## config.mk

```make
export PLATFORM = sky130hd
export DESIGN_NAME = lfi_front
export DESIGN_NICKNAME = d
export VERILOG_FILES = /design/src/design/lfi_pkg.sv /design/src/design/lfi_front.sv
export SDC_FILE = /design/constraint.sdc
export NUM_CORES = 1
export LEC_CHECK = 0
export BUFFER_PORTS_ARGS = -buffer_cell sky130_fd_sc_hd__buf_2
export CORE_ASPECT_RATIO = 0.5
export CORE_MARGIN = 2
export CORE_UTILIZATION = 36
export DETAILED_ROUTE_END_ITERATION = 8
export PLACE_DENSITY = 0.88
export RECOVER_POWER = 50
export SLEW_MARGIN = 20
export SYNTH_ARGS = -nofsm -noshare
export SYNTH_HDL_FRONTEND = slang
export SYNTH_SLANG_ARGS = --single-unit
```

## constraint.sdc

```tcl
create_clock -name clock -period 1.07 [get_ports clock]
set_input_delay 0.321 -clock clock [delete_from_list [all_inputs] [get_ports clock]]
set_output_delay 0.321 -clock clock [all_outputs]
set_load 0.01 [all_outputs]
```

## src/design/lfi_pkg.sv

```systemverilog
`timescale 1ns / 1ps
`default_nettype none

package lfi_pkg;

   localparam int MEM_WORDS   = 1024;
   localparam int MEM_ADDR_W  = $clog2(MEM_WORDS);
   localparam int CNT_W       = $clog2(MEM_WORDS + 1);

   localparam int CMD_W       = 2;
   localparam int INDEX_W     = 10;
   localparam int WORD_W      = 32;
   localparam int BIT_W       = 5;
   localparam int ACTIVE_W    = 11;
   localparam int RATE_W      = 10;

   localparam int RATE_SCALE  = 1000;
   localparam int REM_W       = (CNT_W > RATE_W) ? CNT_W : RATE_W;
   localparam int DVD_W       = 32;
   localparam int STEP_W      = $clog2(DVD_W);

   localparam logic [WORD_W-1:0] DEFAULT_SEED = 32'h0000_ACE1;

   localparam int QUEUE_DEPTH = 2;
   localparam int QUEUE_AW    = $clog2(QUEUE_DEPTH);

   localparam int CSR_IDX_W   = 2;
   localparam logic [CSR_IDX_W-1:0] CSR_ACTIVE_WORDS = 2'd0;
   localparam logic [CSR_IDX_W-1:0] CSR_FAULT_RATE   = 2'd1;
   localparam logic [CSR_IDX_W-1:0] CSR_SEED_VALUE   = 2'd2;

   localparam logic [CMD_W-1:0] CMD_WRITE  = 2'd0;
   localparam logic [CMD_W-1:0] CMD_READ   = 2'd1;
   localparam logic [CMD_W-1:0] CMD_INJECT = 2'd2;

   typedef enum logic [1:0] {
      OP_NOP    = 2'd0,
      OP_WRITE  = 2'd1,
      OP_READ   = 2'd2,
      OP_INJECT = 2'd3
   } op_type;

   typedef struct packed {
      logic [CMD_W-1:0]   cmd;
      logic [INDEX_W-1:0] word_index;
      logic [WORD_W-1:0]  write_value;
   } req_type;

   typedef struct packed {
      logic [WORD_W-1:0]  read_value;
      logic               fault_done;
      logic [INDEX_W-1:0] fault_word;
      logic [BIT_W-1:0]   fault_bit;
   } rsp_type;

   typedef struct packed {
      op_type                op;
      logic [MEM_ADDR_W-1:0] addr;
      logic [WORD_W-1:0]     write_value;
   } entry_type;

   typedef struct packed {
      logic [CNT_W-1:0]  active_count;
      logic [RATE_W-1:0] fault_rate;
      logic [WORD_W-1:0] seed_value;
   } cfg_type;

endpackage

`default_nettype wire

```

## src/design/lfi_front.sv

```systemverilog
`timescale 1ns / 1ps
`default_nettype none

module lfi_front
   import lfi_pkg::*;
(
   input  wire logic                 clock,
   input  wire logic                 reset,
   input  wire logic                 req_valid,
   output logic                      req_ready,
   input  wire req_type              req_data,
   input  wire logic                 csr_we,
   input  wire logic [CSR_IDX_W-1:0] csr_index,
   input  wire logic [WORD_W-1:0]    csr_wdata,
   output logic                      q_push,
   output entry_type                 q_entry,
   input  wire logic                 q_full,
   output cfg_type                   cfg
);

   logic [ACTIVE_W-1:0] active_ff, active_in;
   logic [RATE_W-1:0]   rate_ff, rate_in;
   logic [WORD_W-1:0]   seed_ff, seed_in;
   logic                in_range;

   always_comb begin
      active_in = active_ff;
      rate_in   = rate_ff;
      seed_in   = seed_ff;
      if (csr_we) begin
         case (csr_index)
            CSR_ACTIVE_WORDS: active_in = csr_wdata[ACTIVE_W-1:0];
            CSR_FAULT_RATE:   rate_in   = csr_wdata[RATE_W-1:0];
            CSR_SEED_VALUE:   seed_in   = csr_wdata;
            default:          ;
         endcase
      end
   end

   always_ff @(posedge clock) begin
      if (reset) begin
         active_ff <= ACTIVE_W'(1024);
         rate_ff   <= '0;
         seed_ff   <= '0;
      end else begin
         active_ff <= active_in;
         rate_ff   <= rate_in;
         seed_ff   <= seed_in;
      end
   end

   // clamp the target count into 1 .. MEM_WORDS
   always_comb begin
      if (active_ff == '0) begin
         cfg.active_count = CNT_W'(1);
      end else if (32'(active_ff) > 32'(MEM_WORDS)) begin
         cfg.active_count = CNT_W'(MEM_WORDS);
      end else begin
         cfg.active_count = CNT_W'(active_ff);
      end
      cfg.fault_rate = rate_ff;
      cfg.seed_value = seed_ff;
   end

   assign in_range  = (32'(req_data.word_index) < 32'(MEM_WORDS));
   assign req_ready = !q_full;
   assign q_push    = req_valid && !q_full;

   always_comb begin
      q_entry.addr        = MEM_ADDR_W'(req_data.word_index);
      q_entry.write_value = req_data.write_value;
      case (req_data.cmd)
         CMD_WRITE:  q_entry.op = in_range ? OP_WRITE : OP_NOP;
         CMD_READ:   q_entry.op = in_range ? OP_READ : OP_NOP;
         CMD_INJECT: q_entry.op = OP_INJECT;
         default:    q_entry.op = OP_NOP;
      endcase
   end

endmodule

`default_nettype wire

```

; ---- Word level (Yosys, flattened, before mapping)
; Cells that the tools add are included.
[classes]
n_eq_ne = 4
n_mux = 3
reduce_logical = 8
magnitude_cmp = 1
[ops]
columns = cell, n
row1 = $mux 11, 2
row2 = $gt 11x11->1 const B, 1
row3 = $logic_not 11->1, 1
row4 = $pmux 2 s3, 1
row5 = $reduce_and 2->1, 3
row6 = $eq 2x1->1 const B, 2
row7 = $eq 2x2->1 const B, 2
row8 = $logic_not 2->1, 2
row9 = $logic_and 1x1->1, 1
row10 = $logic_not 1->1, 1
[totals]
output_inout_bits = 99
register_bits = 53
in_bits = 83
elab_cells = 19

; ---- Depth between registers and ports, before layout
[logic_depth]
depth_word = 3
depth_mapped = 5
ltp_nobuf = 4

; ---- Least setup slack after synthesis
; OpenSTA, ideal clock, no wires.
[synth_path]
path_type = register -> output
start = register active_ff[6]
end = output cfg[42] (netlist bit)
setup_slack_ns = -0.076
required_ns = 0.749
arrival_time_ns = 0.825
path_buffers = 0
path_stages_with_launch = 4
cell_sequence = dfxtp_1 -> nor4_1 -> a31oi_1 -> nor2_1
[synth_lines]
columns = element, line_no
row1 = "start, declared", lfi_front.sv:21  ; logic [ACTIVE_W-1:0] active_ff, active_in;
row2 = "start signal, assigned", lfi_front.sv:46  ; active_ff <= active_in;
row3 = "end, declared", lfi_front.sv:18  ; output cfg_type cfg

==> flow_metrics.py <==
metrics = {
    "status": {
        "run_status": "complete, but fails checks",
        "failed_checks": "negative setup slack",
    },
    "logic_synthesis": {
        "syn_area_um2": 2340,
        "synthAdderAreaFrac_pct": 1.61,
        "seq_area_frac_synth_pct": 45.4,
        "ys_ff_latch": 53,
        "ys_top_cells_by_area": "dfxtp_1 45%, buf_4 15%, nand2_1 10%",
        "synthesis.nets": 363,
        "synth_async_sr_flop_share_pct": 0,
        "synth.yosys.warnings": 0,
        "post_synth_top_flop": "dfxtp_1",
        "library_cell_occupying_the_most_area_in_the_post_synthesis_netlist": "dfxtp_1",
        "synthMuxAreaShare_pct": 8.56,
        "synth.cells.most_frequent": "64 x nand2_1, 53 x dfxtp_1, 46 x buf_4",
        "synth.most_common_cell": "nand2_1",
        "synthDominantCellAreaShare_pct": 45.4,
        "yosys.area_share.simple_pct": 19.1,
        "synthesis.area_per_instance_um2": 8.44,
        "yosys.cell_types.count": 19,
        "synthesis.instances": 277,
        "synth-edff-count": 0,
        "synth_top_family_by_area": "simple AND/OR/NAND/NOR gates",
        "yosys.area_share.xor_xnor_pct": 0,
        "synth_compound_area_share_pct": 7.49,
    },
    "layout": {
        "insertedDiodeCount": 0,
        "filler_cell_count": 449,
        "final_nets": 440,
        "area_growth_from_synthesis_to_final_layout_pct": 51.8,
        "final_layout_size_suffix_gt1_share_pct": 56.6,
        "final-instance-count-excl-fill": 443,
    },
    "clocking": {
        "clock_edge_transition_at_the_registers_on_the_reported_setup_and_hold_paths_ps": 60,
        "cts_max_level": 2,
        "postCtsHoldBufs": 0,
        "cts_tree": "yes",
        "numCtsBuffers": 5,
        "clk_path_buf_depth": 2,
        "cts_num_sinks": 53,
        "clock-root-buffer": "clkbuf_16",
        "worst_skew_pair.late_latency_ps": 290,
    },
    "setup_path": {
        "critical_path.max_stage_delay_ps": 340,
        "critical_path.cell_chain": "nor4_4, a31oi_1, nor2_1, buf_2",
        "worst_setup_path_start_kind": "flop",
        "worstPathBufferInverterCount": 1,
        "cpMaxStageDelayCell": "dfxtp_2",
        "critical_path.max_fanout": 2,
        "end_kind": "output port",
        "crit_type": "flop to output port",
        "critPathArrivalTime_ps": 1250,
        "timing.critical_path.max_delay_family": "simple AND/OR/NAND/NOR gates",
        "critical_path_required_ps": 750,
    },
    "global_route": {
        "grt_start_max_net_pins": 26,
        "grt_pass1_vias": 2070,
        "total_track_usage_pct": 18.1,
        "leftover_overflow_at_the_end_of_global_routing": 0,
        "antenna_found_initial": 0,
        "grt_first_pass_wirelength_um": 10200,
    },
    "timing": {
        "max_freq_ghz": 0.637,
        "finalCriticalPeriod_ps": 1570,
        "hold_viol_final": 0,
        "final_max_slew_viol_count": 0,
        "finalCritPeriodShare_pct": 147,
        "tns_ps": -4360,
        "worst_slew_pin_slew_ps": 420,
        "hold_ws_ps": 263,
        "timing.max_slew.rel_slack_pct": 72.0,
        "setup_repair_after_global_routing_missed_its_margin": "true",
        "fin_ws_ps": -500,
        "setup_viol": 30,
        "timing.clock.skew_ps": 0,
    },
    "drt": {
        "drc": 0,
        "routed_wirelength_um": 8350,
        "routed_via_density": 5.29,
        "1st_pass_router_iterations": 5,
        "routedWlPerCell_um": 18.9,
        "initialDrtViolationCount": 216,
        "antenna_left": 0,
        "routed-via-count": 2344,
    },
    "placed_design": {
        "place.gp.congestion": 0.835,
        "io_buffers": 97,
        "dp.cells": 422,
        "post-dp-hpwl_um": 4260,
    },
    "floorplan": {
        "floorplan.rows": 20,
        "floorplan.initialDensity_pct": 37.8,
        "pin_count": 182,
        "width_of_the_die_um": 118,
        "placeableCoreArea_um2": 6180,
        "die_height_um": 61.0,
        "floorplan.die_area_um2": 7200,
    },
    "min_path": {
        "hold_path_class": "primary input to flop",
    },
    "power_and_ir_drop": {
        "power_density_nw_per_um2": 1310,
        "leakage_nw": 1.56,
        "ir_worst_vdd_uv": 783,
        "power_mw": 4.65,
    },
    "job": {
        "cap_viol_max_count": 0,
    },
}
==> placed cells by master, fill, tap and decap left out, types with 4 or more instances in the layout <==
| cell | Yosys | final |
|---|---|---|
| nand2_1 | 64 | 64 |
| buf_6 | 1 | 54 |
| dfxtp_2 | 0 | 48 |
| buf_2 | 4 | 45 |
| a21oi_1 | 32 | 32 |
| nor2_1 | 24 | 22 |
| mux2i_1 | 20 | 18 |
| buf_4 | 46 | 17 |
| nor2b_4 | 0 | 6 |
| clkbuf_16 | 0 | 6 |
| nor2b_1 | 11 | 5 |
| dfxtp_1 | 53 | 4 |
| buf_8 | 0 | 4 |
| buf_12 | 0 | 4 |
==> where the power goes <==
part / switching, mW / internal, mW
registers: 0.0610 / 2.05
clock network: 0.702 / 1.17
logic: 0.316 / 0.353
total: 1.08 / 3.57
==> worst reg2reg max path, delay by kind of cell (launching register included) <==
family / cells / cell delay [ps]
buffers and inverters: 3 / 360
flip-flops: 1 / 340
multiplexers: 1 / 150
AND/OR/NAND/NOR: 1 / 60
==> final timing paths <==
check        cells past startpoint  slack (ps)                         to                 startpoint
min                              3         260   seed_ff[15]$_SDFFE_PP0P_              csr_wdata[15]
min reg2reg                      2         470   seed_ff[30]$_SDFFE_PP0P_   seed_ff[30]$_SDFFE_PP0P_
max                              4        -500                    cfg[42]  active_ff[9]$_SDFFE_PP0P_
max reg2reg                      5          60  active_ff[6]$_SDFFE_PP0P_  active_ff[6]$_SDFFE_PP0P_
==> cell families after synthesis <==
kind of cell / after synthesis
adders and majority gates: 3
AOI/OAI and AO/OA: 34
DFF: 53
muxes: 20
buffers and inverters: 62
and+or+nand+nor: 105
==> sequential cells by signal, indices dropped and copies added (netlist names) <==
register / flops
rate_ff: 10
active_ff: 11
seed_ff: 32
==> layout make-up <==
class | count | area [um2] | share of cell area [%]
timing repair buffer | 129 | 1150 | 32.3
sequential | 53 | 1120 | 31.7
multi-input combinational | 162 | 975 | 27.4
tap | 88 | 110 | 3.10
clock buffer | 7 | 143 | 4.02
inverter | 3 | 21.3 | 0.599
clock inverter | 1 | 30.0 | 0.846
==> routing by layer <==
metal  track usage (%)  wire [um]  vias up
met4              11.2        430        0
met5                 0          0        -
met1              19.6       3200     1123
met2              33.4       4120      168
li1                  -          -      997
met3              4.79        603       56
==> timing repair <==
item / 4_1_cts / 5_1_grt
gates resized for setup: 69 / 80
cloned: 0 / 1
endpoints found under the setup margin: 34 / 55
pin swaps: 4 / 7
setup buffers: 6 / 6
==> through the flow <==
step / utilization [%] / cell area [um2] / setup WS, ps
5_1_grt: 57.4 / 3550 / -553
4_1_cts: 50.9 / 3150 / -481
6_report: 57.4 / 3550 / -500
2_1_floorplan: - / 2340 / -76.3
3_5_place_dp: 43.9 / 2710 / -217
3_3_place_gp: 43.9 / 2710 / -209
(Power assumes the default switching activity.)
