[src/design/lfi_pkg.sv]
`timescale 1ns / 1ps
`default_nettype none

package lfi_pkg;

   localparam int MEM_WORDS   = 1024;
   localparam int MEM_ADDR_W  = $clog2(MEM_WORDS);
   localparam int CNT_W       = $clog2(MEM_WORDS + 1);

   localparam int CMD_W       = 2;
   localparam int INDEX_W     = 10;
   localparam int WORD_W      = 32;
   localparam int BIT_W       = 5;
   localparam int ACTIVE_W    = 11;
   localparam int RATE_W      = 10;

   localparam int RATE_SCALE  = 1000;
   localparam int REM_W       = (CNT_W > RATE_W) ? CNT_W : RATE_W;
   localparam int DVD_W       = 32;
   localparam int STEP_W      = $clog2(DVD_W);

   localparam logic [WORD_W-1:0] DEFAULT_SEED = 32'h0000_ACE1;

   localparam int QUEUE_DEPTH = 2;
   localparam int QUEUE_AW    = $clog2(QUEUE_DEPTH);

   localparam int CSR_IDX_W   = 2;
   localparam logic [CSR_IDX_W-1:0] CSR_ACTIVE_WORDS = 2'd0;
   localparam logic [CSR_IDX_W-1:0] CSR_FAULT_RATE   = 2'd1;
   localparam logic [CSR_IDX_W-1:0] CSR_SEED_VALUE   = 2'd2;

   localparam logic [CMD_W-1:0] CMD_WRITE  = 2'd0;
   localparam logic [CMD_W-1:0] CMD_READ   = 2'd1;
   localparam logic [CMD_W-1:0] CMD_INJECT = 2'd2;

   typedef enum logic [1:0] {
      OP_NOP    = 2'd0,
      OP_WRITE  = 2'd1,
      OP_READ   = 2'd2,
      OP_INJECT = 2'd3
   } op_type;

   typedef struct packed {
      logic [CMD_W-1:0]   cmd;
      logic [INDEX_W-1:0] word_index;
      logic [WORD_W-1:0]  write_value;
   } req_type;

   typedef struct packed {
      logic [WORD_W-1:0]  read_value;
      logic               fault_done;
      logic [INDEX_W-1:0] fault_word;
      logic [BIT_W-1:0]   fault_bit;
   } rsp_type;

   typedef struct packed {
      op_type                op;
      logic [MEM_ADDR_W-1:0] addr;
      logic [WORD_W-1:0]     write_value;
   } entry_type;

   typedef struct packed {
      logic [CNT_W-1:0]  active_count;
      logic [RATE_W-1:0] fault_rate;
      logic [WORD_W-1:0] seed_value;
   } cfg_type;

endpackage

`default_nettype wire

[src/design/lfi_queue.sv]
`timescale 1ns / 1ps
`default_nettype none

module lfi_queue
   import lfi_pkg::*;
(
   input  wire logic      clock,
   input  wire logic      reset,
   input  wire logic      push,
   input  wire entry_type push_entry,
   output logic           full,
   input  wire logic      pop,
   output entry_type      pop_entry,
   output logic           empty
);

   entry_type               entries_ff [QUEUE_DEPTH];
   logic [QUEUE_AW-1:0]     wr_ptr_ff, wr_ptr_in;
   logic [QUEUE_AW-1:0]     rd_ptr_ff, rd_ptr_in;
   logic [QUEUE_AW:0]       count_ff, count_in;
   logic                    do_push, do_pop;

   assign full      = (count_ff == (QUEUE_AW + 1)'(QUEUE_DEPTH));
   assign empty     = (count_ff == '0);
   assign pop_entry = entries_ff[rd_ptr_ff];
   assign do_push   = push && !full;
   assign do_pop    = pop && !empty;

   always_comb begin
      wr_ptr_in = do_push ? wr_ptr_ff + 1'b1 : wr_ptr_ff;
      rd_ptr_in = do_pop ? rd_ptr_ff + 1'b1 : rd_ptr_ff;
      count_in  = count_ff;
      if (do_push && !do_pop) begin
         count_in = count_ff + 1'b1;
      end else if (do_pop && !do_push) begin
         count_in = count_ff - 1'b1;
      end
   end

   always_ff @(posedge clock) begin
      if (reset) begin
         wr_ptr_ff <= '0;
         rd_ptr_ff <= '0;
         count_ff  <= '0;
      end else begin
         wr_ptr_ff <= wr_ptr_in;
         rd_ptr_ff <= rd_ptr_in;
         count_ff  <= count_in;
      end
   end

   always_ff @(posedge clock) begin
      if (do_push) begin
         entries_ff[wr_ptr_ff] <= push_entry;
      end
   end

endmodule

`default_nettype wire

[config.mk]
export PLATFORM = sky130hd
export DESIGN_NAME = lfi_queue
export DESIGN_NICKNAME = d
export VERILOG_FILES = /design/src/design/lfi_pkg.sv /design/src/design/lfi_queue.sv
export SDC_FILE = /design/constraint.sdc
export NUM_CORES = 1
export LEC_CHECK = 0
export BUFFER_PORTS_ARGS = -buffer_cell sky130_fd_sc_hd__buf_4
export CAP_MARGIN = 20
export CORE_MARGIN = 2
export CORE_UTILIZATION = 45
export CTS_CLUSTER_DIAMETER = 50
export CTS_CLUSTER_SIZE = 24
export DETAILED_ROUTE_END_ITERATION = 6
export PLACE_DENSITY_LB_ADDON = 0.2
export SLEW_MARGIN = 10
export SYNTH_ARGS = -nofsm -noshare
export SYNTH_HDL_FRONTEND = slang
export SYNTH_SLANG_ARGS = --single-unit
[constraint.sdc]
create_clock -name clock -period 2.23 [get_ports clock]
set_input_delay 0.5575 -clock clock [delete_from_list [all_inputs] [get_ports clock]]
set_output_delay 0.5575 -clock clock [all_outputs]
set_load 0.03 [all_outputs]
# After elaboration in Yosys (flattened, before gate mapping)
# Memory sizes are Yosys's and may differ from the RTL's. A register that Yosys moved wholly into a read port is not among the register bits.
# Cells that the tools add are included.
# op_classes
add_sub_neg,4
mul,0
div,0
n_lt_le_gt_ge,0
n_eq_ne,1
shift,0
mux,6
bitwise,0
n_reduce_logical,10
# ops
op,count
logical AND 1 bit,4
logical NOT 1 bit,4
two-way mux 1 bit,4
two-way mux 2 bit,2
"adder 1 bit, second input constant",2
"adder 2 x 1 -> 2 bit, second input constant",1
"equality test 2 bit, second input constant",1
logical NOT 2 bit,1
nonzero test 2 bit,1
"subtractor 2 x 1 -> 2 bit, second input constant",1
# word_totals
register_bits,4
latchBits,0
ram_bits,88
romBits,0
inputBits,48
output_inout_bits,46
wordCells,25
memories,1
# memory_table
name,words,word_bits,read_ports,rd_clocked_by_memory_dff,write_ports,line_no,source
entries_ff,2,44,1,1,1,lfi_queue.sv:17,entry_type entries_ff [QUEUE_DEPTH];

# Logic depth before layout (Yosys ltp)
# Gate-level depths: netlist (run 1).
# logic_depth
word_depth,7
ltp_mapped,6
depth_no_buf,6

# Worst setup path before layout (run 1)
# No wires, ideal clock.
# synth_timing
path_kind,input -> register
start,in push
end,"mem entries_ff[0][0] (netlist name), enable pin"
setup_time_ns,0.398
arrival_time_ns,1.828
t_required_ns,1.832
path_slack_ns,0.004
path_stages,3
path_buffers,0
path_cell_list,inv_1 or3_1 inv_1
# synth_via
elab_chain_len,3
# synth_lines
item,line_no,source
start: declaration,lfi_queue.sv:9,"input wire logic push,"
logical AND 1 bit,lfi_queue.sv:26,assign do_push = push && !full;
two-way mux 1 bit,lfi_queue.sv:53,if (do_push) begin
two-way mux 1 bit (not written as such),lfi_queue.sv:54,entries_ff[wr_ptr_ff] <= push_entry;
end: declaration,lfi_queue.sv:17,
# No other way between the ends.

==> results of run 1 <==
-- report_power, final --
part / switching [uW] / leakage [uW] / internal (uW) / total, uW
Sequential: 70.0 / 0.000863 / 2190 / 2260
Combinational: 1070 / 0.000704 / 776 / 1840
Clock: 544 / 0.0000850 / 509 / 1050
Total: 1680 / 0.00165 / 3480 / 5160
-- Yosys cell counts (all sizes together) --
library cell	n	area, um^2
xor2	3	26.28
edfxtp	88	2643
nor2b	1	8.760
or3	2	12.51
a21oi	2	10.01
ha	1	12.51
o21ai	3	15.01
dfxtp	5	100.1
and2	1	6.260
inv	2	7.510
nor2	5	18.77
buf	5	32.53
mux2	44	495.5
-- cell families after synthesis --
kind of cell	Yosys count	share of synthesized area
DFF	93	0.8095
muxes	44	0.1462
and+or+nand+nor	9	0.01366
buffers and inverters	7	0.01182
AOI/OAI and AO/OA	5	0.007384
xor gates and xnor gates	3	0.007756
adders and majority gates	1	0.003692
-- sequential cells by signal, indices dropped and copies added (netlist names), named ones only --
| signal | flops |
|---|---|
| count_ff | 2 |
| rd_ptr_ff | 1 |
| entries_ff | 88 |
| wr_ptr_ff | 1 |
-- worst paths after layout --
path                            slack [ns]          endpoint           from
worst max-delay path                  0.21     pop_entry[13]           flop
worst min-delay path                  0.40  entries_ff[1][0]  push_entry[0]
worst max register to register        0.68       count_ff[1]    count_ff[1]
worst min register to register        0.49         wr_ptr_ff      wr_ptr_ff
-- final cells by class --
type	instances	area [um^2]
Fill cell	535	2814
Inverter	2	7.507
Multi-Input combinational cell	62	606.8
Sequential cell	93	2744
Clock inverter	6	65.06
Clock buffer	9	123.9
Timing Repair Buffer	99	768.2
Tap cell	99	123.9
-- worst register-to-register path, stage by stage, from the launching register on --
cell	delay [ns]
dfxtp_1	0.38
nor2b_2	0.21
nor2_1	0.08
ha_1	0.33
or3_1	0.35
a21oi_1	0.14
-- per-layer routing --
| layer | track usage | share of wire | vias up | wire length, um |
|---|---|---|---|---|
| met3 | 0.04007 | 0.056 | 9 | 314 |
| met4 | 0.05682 | 0.016 | 0 | 88 |
| met2 | 0.2233 | 0.50 | 57 | 2803 |
| li1 | - | - | 834 | - |
| met5 | 0 | 0 | - | 0 |
| met1 | 0.1843 | 0.43 | 847 | 2427 |
-- metrics by stage --
stage	instance area, um^2	power (uW)	cells	hold WS [ns]
6_report	4439	5161	370	0.3952
2_1_floorplan	3388	3504	162	0.4516
3_5_place_dp	4250	4171	355	0.4719
3_3_place_gp	4250	4161	355	0.4724
4_1_cts	4439	5233	370	0.3782
5_1_grt	4439	5401	370	0.3699
==> impl_metrics.yaml, run 1 <==
final_layout:
  area_growth_syn_to_layout_pct: 31.02
  n_antenna_cell: 0
  layout_commonest_cell: "buf_4"
  mostFrequentLayoutCells: "97 x buf_4, 88 x edfxtp_1, 44 x mux2_2"
  drive_above_1_share: 0.5941
  utilization: 0.6120
  nets: 316
cts:
  cts_root_buf: "clkbuf_8"
  cts.sinks: 93
  cts_made_buffers: 9
  cts_resized: 0
  cts_hold_buf: 0
  clkLatencyLatePin_ns: 0.34
  cts_tree: "built"
  htree_levels: 3
  clk_pin_slew_ns: 0.09
  clockBufferDepth: 2
  cts_setup_buffers: 0
floorplanning:
  ios: 94
  design.core.area_um2: 7253
  num_rows: 31
  dieArea_um2: 8239
  die_h_um: 90.77
  initial_utilization: 0.4671
  dieWidth_um: 90.77
placed_design:
  gp_congestion: 0.7208
  port_buffers: 93
  dp_hpwl_um: 3699
  dp_slack_ns: 0.4975
global_routing:
  grtUsageTotal: 0.1408
  grt-ovfl-total: 0
  grt_pass1_wl_um: 8735
  grt_max_degree: 32
  grt_pass1_vias: 1781
  antenna_found_initial: 0
synthesis:
  synth_cell_types: 14
  synth_seq_cells: 93
  synth_nets: 211
  synthCells: 162
  ys_warn_count: 0
  synth_area_um2: 3388
  avgSynthCellArea_um2: 20.92
  ys_seq_area_frac: 0.8095
run:
  maxCapViolations: 0
routing:
  drc: 0
  via_count: 1747
  wl_um: 5633
  drt_iter0_markers: 86
  routed_via_density: 4.722
  antenna_left: 0
  wire_per_inst_um: 15.22
  drt_pass1_iterations: 4
power:
  total_leakage_power_uw: 0.001653
  irDropWorstVdd_mv: 0.8040
  power_density_nw_per_um2: 1163
timing:
  hold_viol: 0
  grt_setup_unrepaired: "no"
  skew_ns: 0.008866
  period_share: 0.9037
  fin_tns_setup_ns: 0
  final_max_slew_viol_count: 0
  final.setup.worst_slack_ns: 0.2147
  tightestPinTransition_ns: 0.3672
  setup_viol: 0
  period_needed_ns: 2.015
  max-slew-margin-rel: 0.7552
  clock.fmax_mhz: 496.2
run_status:
  status: "completed"
worst_setup_path:
  r2r_cells: 5
  crit_required_ns: 1.67
  critPathKind: "flop to primary output"
  cp.depth: 3
  cp_max_fo: 31
  worstSetupEndpointType: "primary output"
  crit_family: "buffers and inverters"
  crit_path_start_kind: "flop"
  path_cells: "buf_12 > mux2_2 > buf_4"
  slowest_delay_ns: 0.37
  crit_slowest_cell: "mux2_2"
  worstPathArrival_ns: 1.46
  critical_path_buf_inv_count: 2
worst_hold_path:
  worstHoldPathCells: 1
  min_path_type: "primary input to flop"
Power figures use the tool's default switching activity.
==> run 2, diff against run 1 <==
- CTS_BUF_LIST: not set -> sky130_fd_sc_hd__clkbuf_4
==> run 2 against run 1 <==
Against the previous run: sequential power about the same; clock-buffer cell count unchanged; setup slack got worse by 0.088 ns; highest routed layer unchanged.
==> impl_metrics.yaml, run 2 (synthesis gave the netlist of run 1 again) <==
worst_setup_path:
  slowest_delay_ns: 0.38
  r2r_cells: 5
  critPathKind: "flop to primary output"
  worstPathArrival_ns: 1.55
  crit_slowest_cell: "mux2_2"
  reg2reg_to: "count_ff[1]"
  cp_max_fo: 31
  reg2reg_slack_ns: 0.66
  path_cells: "buf_12 > mux2_2 > buf_4"
  r2r-start: "count_ff[1]"
  crit_required_ns: 1.67
  worstSetupEndpointType: "primary output"
  critPathCapture: "pop_entry[13]"
  crit_path_start_kind: "flop"
power:
  swShare: 0.3346
  irDropWorstVdd_mv: 0.6459
  power_density_nw_per_um2: 1132
  combPwrFrac: 0.372
  p_seq_frac: 0.456
  p_switching_uw: 1660
  pwr-share-clk: 0.173
  intPower_uw: 3302
  total_leakage_power_uw: 0.001629
global_routing:
  grt_pass1_vias: 1769
  grt_max_degree: 32
  grtUsageTotal: 0.1386
  grt-ovfl-total: 0
  antenna_found_initial: 0
  grt_pass1_wl_um: 8597
worst_hold_path:
  min_path_type: "primary input to flop"
cts:
  cts_setup_buffers: 0
  clkLatencyLatePin_ns: 0.41
  cts_hold_buf: 0
  htree_levels: 3
  cts_resized: 0
  cts_root_buf: "clkbuf_4"
  cts_made_buffers: 9
  cts.sinks: 93
  cts_tree: "built"
  clockBufferDepth: 2
  clk_pin_slew_ns: 0.14
routing:
  via_count: 1764
  drt_pass1_iterations: 4
  routed_via_density: 4.768
  wire_per_inst_um: 15.08
  wl_um: 5579
  drt_iter0_markers: 81
  antenna_left: 0
  drc: 0
final_layout:
  drive_above_1_share: 0.5941
  stdcell_count: 370
  regMostFlops: "entries_ff"
  nets: 316
  largest_register_ffs: 88
  mostFrequentLayoutCells: "97 x buf_4, 88 x edfxtp_1, 44 x mux2_2"
  utilization: 0.6043
  layout_commonest_cell: "buf_4"
  area_growth_syn_to_layout_pct: 29.36
  n_antenna_cell: 0
  largestRegisters: "entries_ff (88), count_ff (2)"
timing:
  tightestPinTransition_ns: 0.3626
  hold_ws_ns: 0.3167
  clock.fmax_mhz: 475.3
  hold_viol: 0
  period_needed_ns: 2.104
  skew_ns: 0.01202
  max-slew-margin-rel: 0.7583
  setup_viol: 0
  grt_setup_unrepaired: "no"
  period_share: 0.9434
  final_max_slew_viol_count: 0
  fin_tns_setup_ns: 0
floorplanning:
  design.core.area_um2: 7253
  num_rows: 31
  dieArea_um2: 8239
  die_h_um: 90.77
  dieWidth_um: 90.77
  initial_utilization: 0.4671
  ios: 94
run_status:
  status: "completed"
placed_design:
  place_inst: 355
  gp_congestion: 0.7208
  port_buffers: 93
  dp_hpwl_um: 3699
run:
  maxCapViolations: 0
==> run 2: power by group through the flow <==
| stage | Clock, uW | Sequential, uW | Combinational (uW) |
|---|---|---|---|
| 5_1_grt | 956 | 2280 | 1950 |
| 4_1_cts | 887 | 2260 | 1870 |
| 6_report | 856 | 2260 | 1840 |
| 3_5_place_dp | 0 | 2300 | 1870 |
| 3_3_place_gp | 0 | 2290 | 1870 |
| 2_1_floorplan | 0 | 2290 | 1220 |
==> run 2: final cells by class <==
type | count | area (um^2)
inverters | 2 | 7.507
multi-input cells | 62 | 606.8
clock inverters | 6 | 65.06
fillers | 537 | 2870
flip-flops and latches | 93 | 2744
well taps | 99 | 123.9
repair buffers | 99 | 768.2
clock buffers | 9 | 67.56
==> run 2: routing by layer <==
layer | vias up | part of all wire | global-route usage
li1 | 838 | - | -
met4 | 0 | 0.015 | 0.06439
met5 | - | 0 | 0
met2 | 58 | 0.49 | 0.2183
met3 | 9 | 0.060 | 0.03506
met1 | 859 | 0.44 | 0.1820
==> run 2: worst min-delay path by stage <==
| stage | start | end | slack [ns] | cells after the start |
|---|---|---|---|---|
| global placement | wr_ptr_ff | wr_ptr_ff | 0.47 | 2 |
| CTS | push_entry[31] | entries_ff[0][31] | 0.29 | 1 |
| floorplan | wr_ptr_ff | wr_ptr_ff | 0.45 | 2 |
| global route | push_entry[31] | entries_ff[1][31] | 0.28 | 1 |
| detailed placement | wr_ptr_ff | wr_ptr_ff | 0.47 | 2 |
| finish | push_entry[40] | entries_ff[1][40] | 0.32 | 1 |
==> run 2: critical path, delay by kind of cell (launching register included) <==
kind	cells	cell delay (ns)
DFF	1	0.37
buffers and inverters	2	0.38
muxes	1	0.38
==> run 2: through the flow <==
step           total power, uW  setup WS, ns  cell area (um^2)
2_1_floorplan             3504      0.003616              3388
3_3_place_gp              4161        0.5107              4250
4_1_cts                   5025       0.09078              4383
5_1_grt                   5194       0.05032              4383
6_report                  4962        0.1262              4383
3_5_place_dp              4171        0.4975              4250
==> run 3, diff against run 2 <==
- clock period: 2.23 -> 2.51 ns (I/O delays scaled with it)
==> run 3 against run 2 <==
Against the previous run: register-to-register slack better by 0.18 ns; setup slack improved by 0.0095 ns; sequential cell count unchanged; clock-buffer cell count stayed put; clock power fell by 23%; sequential power down 9.7%; via count fell by 1.9%; critical endpoint is now pop_entry[3]; utilization increased by 0.21 points; global-route usage is 0.18 points higher.
==> impl_metrics.yaml, run 3 (synthesis gave the netlist of run 1 again) <==
run_status:
  status: "completed"
floorplanning:
  design.core.area_um2: 7253
  dieWidth_um: 90.77
  initial_utilization: 0.4671
  dieArea_um2: 8239
  ios: 94
  num_rows: 31
  die_h_um: 90.77
timing:
  setup_viol: 0
  fin_tns_setup_ns: 0
  period_needed_ns: 2.374
  hold_viol: 0
  tightestPinTransition_ns: 0.3989
  period_share: 0.9459
  skew_ns: 0.01186
  max-slew-margin-rel: 0.7341
  final_max_slew_viol_count: 0
  grt_setup_unrepaired: "no"
  clock.fmax_mhz: 421.2
  final.setup.worst_slack_ns: 0.1357
cts:
  clockBufferDepth: 2
  cts_setup_buffers: 0
  htree_levels: 3
  cts_resized: 0
  cts_root_buf: "clkbuf_4"
  cts.sinks: 93
  cts_made_buffers: 9
  clk_pin_slew_ns: 0.13
  clkLatencyLatePin_ns: 0.42
  cts_hold_buf: 0
  cts_tree: "built"
final_layout:
  drive_above_1_share: 0.5882
  mostFrequentLayoutCells: "94 x buf_4, 88 x edfxtp_1, 44 x mux2_2"
  utilization: 0.6063
  regMostFlops: "entries_ff"
  largest_register_ffs: 88
  layout_commonest_cell: "buf_4"
  largestRegisters: "entries_ff (88), count_ff (2)"
  area_growth_syn_to_layout_pct: 29.80
  fillers: 558
  n_antenna_cell: 0
  nets: 316
routing:
  antenna_left: 0
  wl_um: 5734
  via_count: 1730
  drc: 0
  wire_per_inst_um: 15.46
  drt_iter0_markers: 88
  routed_via_density: 4.663
  drt_pass1_iterations: 4
worst_hold_path:
  hold_start: "push_entry[20]"
  min_path_type: "primary input to flop"
  worstHoldPathCells: 1
power:
  power_density_nw_per_um2: 989.8
  total_leakage_power_uw: 0.001629
  p_seq_frac: 0.469
  irDropWorstVdd_mv: 0.5980
  intPower_uw: 2861
  p_total_uw: 4353
  p_switching_uw: 1492
  pwr-share-clk: 0.152
  combPwrFrac: 0.379
  swShare: 0.3427
worst_setup_path:
  critPathKind: "flop to primary output"
  cp_max_fo: 16
  worstSetupEndpointType: "primary output"
  r2r-start: "count_ff[1]"
  r2r_cells: 4
  crit_path_start_kind: "flop"
  crit_required_ns: 1.88
  worstPathArrival_ns: 1.75
placed_design:
  port_buffers: 93
  gp_congestion: 0.7033
  dp_slack_ns: 0.5761
  dp_hpwl_um: 3931
run:
  maxCapViolations: 0
global_routing:
  antenna_found_initial: 0
  grt-ovfl-total: 0
  grt_pass1_wl_um: 8721
  grtUsageTotal: 0.1404
  grt_pass1_vias: 1685
  grt_max_degree: 19
==> run 3: changes by cell type in the layout (fill, tap and decap cells not counted), sizes merged <==
cell | before | now
clkinv | 2 | 4
bufinv | 1 | 0
==> run 3: metal layers <==
layer,GRT usage,share of wire,vias to the layer above
li1,-,-,841
met1,0.1976,0.46,821
met2,0.2071,0.46,59
met3,0.03506,0.060,9
met4,0.06439,0.019,0
met5,0,0,-
==> run 3: cell type report <==
type / count / area, um^2 / share of cell area
inverter: 2 / 7.507 / 0.001707
timing repair buffer: 99 / 805.8 / 0.1832
sequential: 93 / 2744 / 0.6239
clock inverter: 7 / 42.54 / 0.009673
clock buffer: 9 / 67.56 / 0.01536
tap: 99 / 123.9 / 0.02817
multi-input combinational: 62 / 606.8 / 0.1380
==> run 3: path summary, 6_finish.rpt <==
path,endpoint,slack (ns)
setup / recovery,pop_entry[3],0.14
hold / removal,entries_ff[0][20],0.38
setup reg to reg,entries_ff[1][31],0.84
hold reg to reg,wr_ptr_ff,0.49
==> run 3: stage by stage <==
stage,std cells,area [um^2],hold WS [ns]
3_5_place_dp,355,4288,0.4764
2_1_floorplan,162,3388,0.4516
3_3_place_gp,355,4288,0.4630
6_report,371,4398,0.3804
4_1_cts,371,4398,0.3586
5_1_grt,371,4398,0.3470
==> run 3: worst max-delay path, stage by stage, from the launching register on <==
cell and delay, ns:
dfxtp_2 0.60, buf_12 0.21, mux2_2 0.35, buf_4 0.17
==> run 3: power groups by stage <==
| stage | combinational (uW) | clock [uW] | sequential [uW] |
|---|---|---|---|
| final | 1650 | 661 | 2040 |
| after global routing | 1740 | 739 | 2060 |
| after CTS | 1680 | 682 | 2040 |
| after detailed placement | 1670 | 0 | 2080 |
| after global placement | 1660 | 0 | 2070 |
| after floorplan | 1080 | 0 | 2030 |
